===== src/rtl/bdcs_pkg.sv =====
// Shared types and constants for the debounced clock setter.
// Holds the word formats, button event struct, edit mode enum and limits.
// No dependencies.
package bdcs_pkg;

    localparam int unsigned NUM_BTN = 4;

    localparam int unsigned KEY_UP    = 0;
    localparam int unsigned KEY_DOWN  = 1;
    localparam int unsigned KEY_SET   = 2;
    localparam int unsigned KEY_CLEAR = 3;

    localparam logic [4:0] HOUR_MAX      = 5'd23;
    localparam logic [5:0] MINUTE_MAX    = 6'd59;
    localparam logic [4:0] RESET_HOURS   = 5'd12;
    localparam logic [5:0] RESET_MINUTES = 6'd0;
    localparam logic [5:0] RESET_SECONDS = 6'd0;

    localparam logic [3:0] DEBOUNCE_RESET = 4'd3;
    localparam logic [7:0] HOLD_RESET     = 8'd50;
    localparam logic [3:0] DEBOUNCE_SAT   = 4'd15;
    localparam logic [7:0] HOLD_SAT       = 8'd255;

    localparam logic CFG_DEBOUNCE = 1'b0;
    localparam logic CFG_HOLD     = 1'b1;

    typedef enum logic [1:0] {
        MODE_DISPLAY = 2'd0,
        MODE_HOURS   = 2'd1,
        MODE_MINUTES = 2'd2
    } t_mode;

    typedef struct packed {
        logic [3:0] raw_buttons;
        logic [4:0] rtc_hours;
        logic [5:0] rtc_minutes;
        logic [5:0] rtc_seconds;
    } t_in_word;

    typedef struct packed {
        logic       write_time;
        logic [4:0] new_hours;
        logic [5:0] new_minutes;
        logic [5:0] new_seconds;
        logic [1:0] mode;
    } t_out_word;

    typedef struct packed {
        logic press;
        logic held;
    } t_btn_evt;

endpackage


===== src/rtl/bdcs_button.sv =====
// One pushbutton channel: debounce, press edge detection and hold tracking.
// Depends on bdcs_pkg.
module bdcs_button (
    input  logic               i_clk,
    input  logic               i_rst_n,
    input  logic               i_en,
    input  logic               i_level,
    input  logic [3:0]         i_debounce_polls,
    input  logic [7:0]         i_hold_polls,
    output bdcs_pkg::t_btn_evt o_evt
);
    import bdcs_pkg::*;

    logic       r_stable;
    logic [3:0] r_cnt;
    logic       r_pressed;
    logic       r_held;
    logic [7:0] r_hold_cnt;

    logic       n_stable;
    logic [3:0] n_cnt;
    logic       n_pressed;
    logic       n_held;
    logic [7:0] n_hold_cnt;
    logic       n_press;

    logic [3:0] cnt_inc;
    logic       accept;

    always_comb begin
        cnt_inc    = (r_cnt == DEBOUNCE_SAT) ? DEBOUNCE_SAT : r_cnt + 4'd1;
        accept     = (i_level != r_stable) && (cnt_inc >= i_debounce_polls);
        n_stable   = r_stable;
        n_cnt      = r_cnt;
        n_pressed  = r_pressed;
        n_held     = r_held;
        n_hold_cnt = r_hold_cnt;
        n_press    = 1'b0;
        if (i_level == r_stable) begin
            n_cnt = 4'd0;
        end else if (accept) begin
            n_cnt    = 4'd0;
            n_stable = i_level;
            if (!i_level) begin
                n_pressed  = 1'b1;
                n_hold_cnt = 8'd0;
                n_press    = 1'b1;
            end else begin
                n_pressed = 1'b0;
                n_held    = 1'b0;
            end
        end else begin
            n_cnt = cnt_inc;
        end
        if (n_pressed) begin
            if (n_hold_cnt != HOLD_SAT) begin
                n_hold_cnt = n_hold_cnt + 8'd1;
            end
            if (n_hold_cnt > i_hold_polls) begin
                n_held = 1'b1;
            end
        end
    end

    always_ff @(posedge i_clk) begin
        if (!i_rst_n) begin
            r_stable   <= 1'b0;
            r_cnt      <= 4'd0;
            r_pressed  <= 1'b0;
            r_held     <= 1'b0;
            r_hold_cnt <= 8'd0;
        end else if (i_en) begin
            r_stable   <= n_stable;
            r_cnt      <= n_cnt;
            r_pressed  <= n_pressed;
            r_held     <= n_held;
            r_hold_cnt <= n_hold_cnt;
        end
    end

    assign o_evt.press = n_press;
    assign o_evt.held  = n_held;

endmodule


===== src/rtl/bdcs_time_edit.sv =====
// Time and edit mode actions: UP, DOWN, SET, RESET applied in order.
// Holds the edit mode register. Depends on bdcs_pkg.
module bdcs_time_edit (
    input  logic                i_clk,
    input  logic                i_rst_n,
    input  logic                i_en,
    input  bdcs_pkg::t_btn_evt  i_evt [bdcs_pkg::NUM_BTN],
    input  bdcs_pkg::t_in_word  i_word,
    output bdcs_pkg::t_out_word o_word
);
    import bdcs_pkg::*;

    t_mode r_mode;
    t_mode n_mode;

    logic       up;
    logic       down;
    logic       write;
    logic [4:0] hrs_up;
    logic [4:0] hrs;
    logic [5:0] mins_up;
    logic [5:0] mins;
    logic [5:0] secs;

    always_comb begin
        up      = i_evt[KEY_UP].press | i_evt[KEY_UP].held;
        down    = i_evt[KEY_DOWN].press | i_evt[KEY_DOWN].held;
        write   = 1'b0;
        hrs_up  = i_word.rtc_hours;
        mins_up = i_word.rtc_minutes;
        secs    = i_word.rtc_seconds;
        if (up && r_mode == MODE_HOURS) begin
            hrs_up = (i_word.rtc_hours >= HOUR_MAX) ? 5'd0 : i_word.rtc_hours + 5'd1;
            write  = 1'b1;
        end
        if (up && r_mode == MODE_MINUTES) begin
            mins_up = (i_word.rtc_minutes >= MINUTE_MAX) ? 6'd0 : i_word.rtc_minutes + 6'd1;
            write   = 1'b1;
        end
        hrs  = hrs_up;
        mins = mins_up;
        if (down && r_mode == MODE_HOURS) begin
            hrs   = (hrs_up == 5'd0) ? HOUR_MAX : hrs_up - 5'd1;
            write = 1'b1;
        end
        if (down && r_mode == MODE_MINUTES) begin
            mins  = (mins_up == 6'd0) ? MINUTE_MAX : mins_up - 6'd1;
            write = 1'b1;
        end
        n_mode = r_mode;
        if (i_evt[KEY_SET].press) begin
            case (r_mode)
                MODE_DISPLAY: n_mode = MODE_HOURS;
                MODE_HOURS:   n_mode = MODE_MINUTES;
                default:      n_mode = MODE_DISPLAY;
            endcase
        end
        if (i_evt[KEY_CLEAR].press) begin
            hrs    = RESET_HOURS;
            mins   = RESET_MINUTES;
            secs   = RESET_SECONDS;
            write  = 1'b1;
            n_mode = MODE_DISPLAY;
        end
    end

    always_ff @(posedge i_clk) begin
        if (!i_rst_n) begin
            r_mode <= MODE_DISPLAY;
        end else if (i_en) begin
            r_mode <= n_mode;
        end
    end

    assign o_word.write_time  = write;
    assign o_word.new_hours   = hrs;
    assign o_word.new_minutes = mins;
    assign o_word.new_seconds = secs;
    assign o_word.mode        = n_mode;

endmodule


===== src/rtl/button_debounced_clock_setter_unit.sv =====
// Top level of the debounced clock setter.
// Instantiates bdcs_button (four times) and bdcs_time_edit; uses bdcs_pkg.
//
// Usage:
// Input channel: i_valid / o_stall carry one poll word (raw active-low
// buttons plus the time read from the clock chip). Output channel:
// o_valid / i_stall carry one result word per poll: write flag, the time
// after the button actions, and the edit mode.
// Config channel: i_cfg_valid / o_cfg_ready with i_cfg_index (0 debounce
// polls, 1 hold polls) and i_cfg_data; always ready, write only while idle.
// From accept to o_valid a word passes the input register, then the
// debounce and time logic into the result register. One word per cycle
// is sustained while i_stall is low; the button and mode state update as the
// word enters the result register, so consecutive words chain without a gap.
// When the receiver stalls, the result register holds; one more word waits
// in the input register, after which o_stall rises.
// Reset (synchronous, active low) empties both registers, clears all button
// state and the mode to display, and loads debounce 3 and hold 50.
module button_debounced_clock_setter_unit (
    input  logic                i_clk,
    input  logic                i_rst_n,
    input  logic                i_valid,
    output logic                o_stall,
    input  bdcs_pkg::t_in_word  i_word,
    output logic                o_valid,
    input  logic                i_stall,
    output bdcs_pkg::t_out_word o_word,
    input  logic                i_cfg_valid,
    output logic                o_cfg_ready,
    input  logic                i_cfg_index,
    input  logic [7:0]          i_cfg_data
);
    import bdcs_pkg::*;

    logic       r_in_valid;
    t_in_word   r_in;
    logic       r_out_valid;
    t_out_word  r_out;
    logic [3:0] r_debounce;
    logic [7:0] r_hold;

    logic       adv_out;
    logic       step;
    logic       accept_in;
    t_btn_evt   evt [NUM_BTN];
    t_out_word  n_out;

    assign adv_out     = !r_out_valid || !i_stall;
    assign step        = r_in_valid && adv_out;
    assign o_stall     = r_in_valid && !adv_out;
    assign accept_in   = i_valid && !o_stall;
    assign o_cfg_ready = 1'b1;

    for (genvar b = 0; b < NUM_BTN; b++) begin : g_btn
        bdcs_button u_button (
            .i_clk            (i_clk),
            .i_rst_n          (i_rst_n),
            .i_en             (step),
            .i_level          (r_in.raw_buttons[b]),
            .i_debounce_polls (r_debounce),
            .i_hold_polls     (r_hold),
            .o_evt            (evt[b])
        );
    end

    bdcs_time_edit u_time_edit (
        .i_clk   (i_clk),
        .i_rst_n (i_rst_n),
        .i_en    (step),
        .i_evt   (evt),
        .i_word  (r_in),
        .o_word  (n_out)
    );

    always_ff @(posedge i_clk) begin
        if (!i_rst_n) begin
            r_in_valid  <= 1'b0;
            r_out_valid <= 1'b0;
            r_debounce  <= DEBOUNCE_RESET;
            r_hold      <= HOLD_RESET;
        end else begin
            if (accept_in) begin
                r_in_valid <= 1'b1;
            end else if (adv_out) begin
                r_in_valid <= 1'b0;
            end
            if (adv_out) begin
                r_out_valid <= r_in_valid;
            end
            if (i_cfg_valid && o_cfg_ready) begin
                case (i_cfg_index)
                    CFG_DEBOUNCE: r_debounce <= i_cfg_data[3:0];
                    CFG_HOLD:     r_hold     <= i_cfg_data;
                    default:      r_hold     <= r_hold;
                endcase
            end
        end
    end

    always_ff @(posedge i_clk) begin
        if (accept_in) begin
            r_in <= i_word;
        end
        if (step) begin
            r_out <= n_out;
        end
    end

    assign o_valid = r_out_valid;
    assign o_word  = r_out;

endmodule

===== config.mk =====
export PLATFORM = sky130hd
export DESIGN_NAME = button_debounced_clock_setter_unit
export DESIGN_NICKNAME = d
export VERILOG_FILES = /design/src/rtl/bdcs_pkg.sv /design/src/rtl/bdcs_button.sv /design/src/rtl/bdcs_time_edit.sv /design/src/rtl/button_debounced_clock_setter_unit.sv
export SDC_FILE = /design/constraint.sdc
export NUM_CORES = 1
export LEC_CHECK = 0
export ABC_AREA = 1
export BUFFER_PORTS_ARGS = -buffer_cell sky130_fd_sc_hd__buf_4
export CORE_ASPECT_RATIO = 1.5
export CORE_MARGIN = 2
export CORE_UTILIZATION = 54
export CTS_CLUSTER_SIZE = 16
export DETAILED_ROUTE_END_ITERATION = 8
export GPL_TIMING_DRIVEN = 0
export PLACE_DENSITY = 0.77
export SLEW_MARGIN = 20
export SYNTH_ARGS = -nofsm -noshare
export SYNTH_HDL_FRONTEND = slang
export SYNTH_SLANG_ARGS = --single-unit

===== constraint.sdc =====
create_clock -name i_clk -period 4.4 [get_ports i_clk]
set_input_delay 0.88 -clock i_clk [delete_from_list [all_inputs] [get_ports i_clk]]
set_output_delay 0.88 -clock i_clk [all_outputs]
set_load 0.005 [all_outputs]

; ---- Yosys cells after proc, flatten, opt, wreduce, memory -nomap -nowiden
; Cells that the tools add are included.
[totals]
register_bits = 97
inputBits = 35
elab_cells = 160
[op_classes]
n_addsub = 10
magnitude_cmp = 8
eq_ne = 16
muxes = 64
n_bitwise = 7
n_reduce_logical = 27
[op_table]
columns = op, count
row1 = 8-bit two-way mux, 12
row2 = 4-bit two-way mux, 12
row3 = 1-bit two-way mux, 29
row4 = 6-bit two-way mux, 4
row5 = 5-bit two-way mux, 4
row6 = 4-bit by 1-bit adder with 4-bit output (second input constant), 4
row7 = 8-bit by 1-bit adder with 8-bit output (second input constant), 2
row8 = 4-bit == test (second input constant), 4
row9 = 4-bit >= comparator, 4
row10 = 8-bit > comparator, 2
row11 = 8-bit inequality test (second input constant), 2
row12 = 3-bit AND reduction, 4
row13 = 1-bit logical AND, 11
row14 = 6-bit by 1-bit adder with 6-bit output (second input constant), 1
row15 = 6-bit >= comparator (second input constant), 1
row16 = 6-bit zero test, 1
row17 = 6-bit by 1-bit subtractor with 6-bit output (second input constant), 1
row18 = 5-bit by 1-bit adder with 5-bit output (second input constant), 1
row19 = 5-bit >= comparator (second input constant), 1
row20 = 5-bit zero test, 1
row21 = 1-bit NOT, 5
row22 = 5-bit by 1-bit subtractor with 5-bit output (second input constant), 1
row23 = 1-bit == test, 4
row24 = 1-bit zero test, 4
row25 = other kinds (11), 17

; ---- Logic depth before layout (Yosys ltp)
[depth]
depth_word = 18
ltp_mapped = 43
mapped_depth_nobuf = 43

; ---- Cells and area by module
; A second synthesis with hierarchy kept.
[hier_totals]
hier_cells = 1152
area_unflattened_um2 = 8281.7
[modules_own_cells]
columns = mod, n_inst, cells_per_inst, area_per_inst_um2, seq_area_each_um2
row1 = bdcs_button (g_btn[0].u_button ...), 2, 210, 1387.6, 300.3
row2 = button_debounced_clock_setter_unit, 1, 115, 1776.7, 1511.4
row3 = bdcs_button (g_btn[2].u_button), 1, 209, 1392.6, 300.3
row4 = bdcs_button (g_btn[3].u_button), 1, 208, 1347.5, 300.3
row5 = bdcs_time_edit, 1, 200, 989.7, 40.0

; ---- Worst setup path after synthesis
; Ideal clock, no wire load.
[synth_path]
kind = register to register
startpoint = reg g_btn[0].u_button.r_cnt[0]
endpoint = reg r_out (netlist bit o_word[18]), data pin
setup_time_ns = 0.250
arrival_ns = 4.523
setup_slack_ns = -0.373
stages_incl_launch_ff = 39
n_path_buf = 0
synth_period_minus_slack_ns = 4.773
path_cell_list = dfxtp_1 > ha_1 > or2_2 > nand3_1 > ha_1 > nand2_1 > inv_1 > nand2_1 > nand3_4 > nand2_4 > inv_2 > nor2_1 > ha_1 > nand2_1 > nor2_1 > nand3_1 > nor2_2 > nand2_2 > [... 3 more ...] > nand2_1 > nor2_1 > nand4_1 > a21boi_1 > nand2_4 > nand3_4 > nand2_4 > inv_4 > o21ai_1 > o21ai_2 > ha_1 > nand2_1 > nor2_2 > nand2_1 > nand2_1 > nand3_1 > nand2_1 > inv_1
[synth_between]
elab_chain_cells = 18
elab_cells_between_ends = 27
cone_classes = add/sub: 3 / order compare: 2 / eq/ne: 2 / mux: 16 / bitwise: 1 / reduce/logical: 3
[synth_lines]
columns = element, line
row1 = start: declaration, bdcs_button.sv:15  ; logic [3:0] r_cnt;
row2 = start signal: assignment, bdcs_button.sv:74  ; r_cnt <= n_cnt;
row3 = 4-bit by 1-bit adder with 4-bit output / 4-bit == test (equally long branches), bdcs_button.sv:31  ; cnt_inc = (r_cnt == DEBOUNCE_SAT) ? DEBOUNCE_SAT : r_cnt + 4'd1;
row4 = 4-bit two-way mux (*), bdcs_button.sv:31
row5 = 4-bit >= comparator (*), bdcs_button.sv:32  ; accept = (i_level != r_stable) && (cnt_inc >= i_debounce_polls);
row6 = 1-bit logical AND (*), bdcs_button.sv:32
row7 = 8-bit two-way mux, bdcs_button.sv:41  ; end else if (accept) begin
row8 = 8-bit two-way mux, bdcs_button.sv:39  ; if (i_level == r_stable) begin
row9 = 8-bit by 1-bit adder with 8-bit output / 8-bit inequality test (equally long branches), "bdcs_button.sv:57, bdcs_button.sv:56"
row10 = 8-bit two-way mux, bdcs_button.sv:56  ; if (n_hold_cnt != HOLD_SAT) begin
row11 = [... 2 more ...], -
row12 = 1-bit two-way mux, bdcs_button.sv:59  ; if (n_hold_cnt > i_hold_polls) begin
row13 = 1-bit two-way mux, bdcs_button.sv:55  ; if (n_pressed) begin
row14 = 1-bit OR (*), bdcs_time_edit.sv:26  ; up = i_evt[KEY_UP].press | i_evt[KEY_UP].held;
row15 = 1-bit logical AND (*), bdcs_time_edit.sv:32  ; if (up && r_mode == MODE_HOURS) begin
row16 = 5-bit two-way mux (*), bdcs_time_edit.sv:32
row17 = 5-bit by 1-bit subtractor with 5-bit output / 5-bit zero test (equally long branches), bdcs_time_edit.sv:43  ; hrs = (hrs_up == 5'd0) ? HOUR_MAX : hrs_up - 5'd1;
row18 = 5-bit two-way mux, bdcs_time_edit.sv:43
row19 = 5-bit two-way mux (*), bdcs_time_edit.sv:42  ; if (down && r_mode == MODE_HOURS) begin
row20 = end signal: assignment, button_debounced_clock_setter_unit.sv:105  ; r_out <= n_out;
row21 = end: declaration, button_debounced_clock_setter_unit.sv:38  ; t_out_word r_out;
; Every way passes the cells marked *; elsewhere a longest branch is shown, timed or not. The select of a mux whose other input is x is not followed.
; A chain may end at the register's enable or synchronous reset.

; ---- Worst setup path after layout
[layout_path]
startpoint = reg g_btn[0].u_button.r_cnt[0]
endpoint = reg r_out (netlist bit o_word[17]), data pin
; The elaborated chain is that of the path after synthesis.

==> reports/results.env <==
SYNTHCELLS=734
PLACED_WIRE_LENGTH_ESTIMATE_AFTER_DETAILED_PLACEMENT_UM=9750
STARTING_DENSITY_OF_THE_CORE_PCT=55.4
GRT_SETUP_UNREPAIRED='true'
MIN_PATH_TYPE='reg2reg'
IO_PINS=58
DRT_PASS1_ITERATIONS=4
MOST-COMMON-LAYOUT-CELLS='nand2_1, inv_1, buf_4'
FINAL_NET_COUNT=933
FOOTPRINT_OF_THE_MULTI_INPUT_GATES_UM2=3530
YOSYSWARNINGS=0
SYNTH.FF_LATCH_COUNT=97
REPORT.FINAL.SLEW_VIOL_COUNT=0
CTS.HOLD.BUFFERS_ADDED=0
YS_SEQ_AREA_SHARE_PCT=40.3
SYNTH_FP_NETS=813
POST_SYNTH_NUM_CELL_TYPES=44
N_ANTENNA_CELL=0
INITIAL_ANTENNA_VIOLATION_COUNT=0
N_FILL_CELL=728
CP.REQUIRED_PS=4500
SYNTH.CELL_AREA_UM2=5830
SYNTH_ENABLE_FLOP_CELLS=41
HOLD_SLACK_PS=477
SHARE_OF_FLIP_FLOPS_WITH_AN_ASYNCHRONOUS_SET_OR_RESET_PCT=0
SETUP_VIOL_COUNT_FINAL=11
POWER.STATIC_LEAKAGE_nW=3.71
VIOLATIONS_IN_THE_FINAL_REPORTS='negative setup slack'
CTS_ROOT_BUFFER='clkbuf_16'
DIEWIDTH_UM=88.9
DATA_ARRIVAL_TIME_OF_THE_WORST_PATH_PS=4940
GLOBALROUTEOVERFLOWTOTAL=0
DRT_ITER0_DRC=315
PERIOD_SHARE_PCT=110
GRT_PASS1_VIAS=5468
CORE.ROWCOUNT=46
POWER.DENSITY_CELL_AREA_nW_PER_UM2=273
ROUTED_LEN_INST_UM=15.6
DIE_HEIGHT_UM=131
FINALCOREUTILIZATION_PCT=73.9
ANTENNA_LEFT=0
CRIT_PATH_TOP_DELAY_CELL='dfxtp_4'
CRITICAL_PATH.MAX_FANOUT=6
POSTSYNTHAREAPERCELL_UM2=7.95
POST_DRT_VIA_CELL_RATIO=5.42
GRT_PASS1_WL_UM=24300
POST_ROUTE_CELLS_DRIVE_ABOVE_1_SHARE_PCT=31.1
WIRELENGTH_UM=15700
PIN_COUNT_OF_THE_BIGGEST_NET_ENTERING_GLOBAL_ROUTING=30
SYN2LAYOUT_AREA_GROWTH_PCT=33.3
TIMING.FINAL.CRIT_PERIOD_PS=4840
TRITONCTS='yes'
WORST_SLEW_PIN_SLEW_PS=932
DRC=0
DESIGN_POWER_TOTAL_mW=2.13
MAX_SLEW_MARGIN_PCT=37.8
WORST-SETUP-PATH-TYPE='reg2reg'
POST-ROUTE-WORST-SETUP-SLACK_PS=-437
SYNTH_FF_TYPE='dfxtp_1'
CRITPATHMAXSTAGEDELAY_PS=360
TRITONCTS_NUM_SINKS=97
CORE_AREA_UM2=10500
CLOCK_TREE.BUFFER_DEPTH=2
H_TREE_DEPTH=3
FIN_SETUP_TNS_PS=-3930
FIN_WORST_SKEW_PS=8.30
CRITICAL_PATH.STARTPOINT_TYPE='register'
WORST_SETUP_PATH_END_KIND='register'
CAP_VIOLATIONS=0
STATUS='complete, but fails checks'
NUM_VIAS=5433
HOLD_VIOL=0
SEQUENTIAL_CELL_AREA_UM2=2360
CRIT_PATH_MOST_REPEATED_CELL='nor2_4'
GLOBALROUTETOTALUTIL_PCT=26.0
PORT-BUFFER-COUNT=56
VDD_IR_DROP_MAX_uV=192
CTS_BUFFERS=9
CLK_PIN_SLEW_PS=70
FP.DIEAREA_UM2=11700
GLOBAL_PLACEMENT_ROUTABILITY_CONGESTION=0.851
MAX_FREQ_MHz=207
WORST_SKEW_PAIR.LATE_LATENCY_PS=350
MOST_COMMON_CELL_AFTER_LAYOUT_FILL_AND_TAPS_ASIDE='nand2_1'
repair_timing:
item | in CTS | in global routing
pin swaps | 64 | 19
gates resized for setup | 80 | 32
endpoints found under the setup margin | 12 | 13
setup buffers | 44 | 9
worst paths after layout:
kind | start | to | slack (ps) | cells after the start
hold reg to reg | g_btn[1].u_button.r_stable | g_btn[1].u_button.r_stable | 480 | 2
hold / removal | g_btn[1].u_button.r_stable | g_btn[1].u_button.r_stable | 480 | 2
setup / recovery | g_btn[0].u_button.r_cnt[0] | o_word[17] | -440 | 34
setup reg to reg | g_btn[0].u_button.r_cnt[0] | o_word[17] | -440 | 34
per-stage QoR:
| stage | area (um2) | std cells | setup WS (ps) |
|---|---|---|---|
| floorplan | 5980 | 734 | -91.6 |
| global placement | 6580 | 934 | -561 |
| detailed placement | 6580 | 934 | -701 |
| CTS | 7550 | 994 | -250 |
| global route | 7780 | 1003 | -665 |
| finish | 7780 | 1003 | -437 |
kinds of logic after synthesis:
kind of cell / count (synthesis) / synth area share (%)
flops: 97 / 40.3
buf+inv: 138 / 9.05
other cells: 1 / 0.0643
simple gates: 305 / 25.1
xor+xnor: 22 / 3.30
compound gates: 127 / 12.7
fa+ha+maj: 44 / 9.44
cell usage after synthesis (4+ instances only):
library cell,n,share of area (%)
nand2_1,160,10
inv_1,116,7.5
a21oi_1,61,5.2
dfxtp_1,56,19
nor2_1,52,3.3
ha_1,44,9.4
edfxtp_1,41,21
nand3_1,37,3.2
o21ai_0,24,2.1
xor2_1,18,2.7
nand2_2,13,1.4
clkbuf_1,11,0.71
nand4_1,10,1.1
o21ai_1,10,0.86
o211ai_1,8,1.0
nand2_4,7,1.4
inv_2,6,0.39
a21oi_2,5,0.75
a211oi_1,4,0.51
nand3_2,4,0.69
nor2_2,4,0.43
nor2_4,4,0.77
nor3_2,4,0.69
xnor2_1,4,0.60
per-layer routing:
metal	vias to the layer above	global-route usage, %	wire length (um)
met4	0	11.9	599
li1	2629	-	-
met2	176	47.4	8680
met5	-	0	0
met3	48	4.77	744
met1	2580	27.8	5660
report_power, final:
| group | internal, mW | total [mW] | switching (mW) | leakage (nW) |
|---|---|---|---|---|
| combinational | 0.142 | 0.350 | 0.208 | 2.73 |
| sequential | 0.983 | 1.01 | 0.0231 | 0.851 |
| clock | 0.395 | 0.770 | 0.375 | 0.135 |
registers in the layout, summed over array words and instances, names as in the netlist, 2 cells and up:
name,cells
r_in,21
g_btn.u_button.r_stable,4
u_time_edit.r_mode,2
r_hold,8
r_debounce,4
g_btn.u_button.r_cnt,16
g_btn.u_button.r_pressed,2
o_word,20
g_btn.u_button.r_hold_cnt,16
g_btn.u_button.r_held,2
critical path, delay by kind of cell, from the launching register on:
kind	cells	cell delay, ps
AO/OA/AOI/OAI	2	350
flip-flops	1	360
AND/OR/NAND/NOR	23	2200
adder cells (fa/ha/maj)	5	1130
buffers and inverters	3	260
XOR/XNOR	1	240
cell type report:
class / instances / share of cell area (%)
plain buffers: 12 / 0.643
clock buffers: 9 / 2.89
clock inverters: 7 / 0.788
inverters: 126 / 6.47
multi-input cells: 499 / 45.4
flip-flops and latches: 97 / 30.3
well taps: 144 / 2.32
repair buffers: 109 / 11.1
Note: power is estimated with default switching activity, not from simulation.
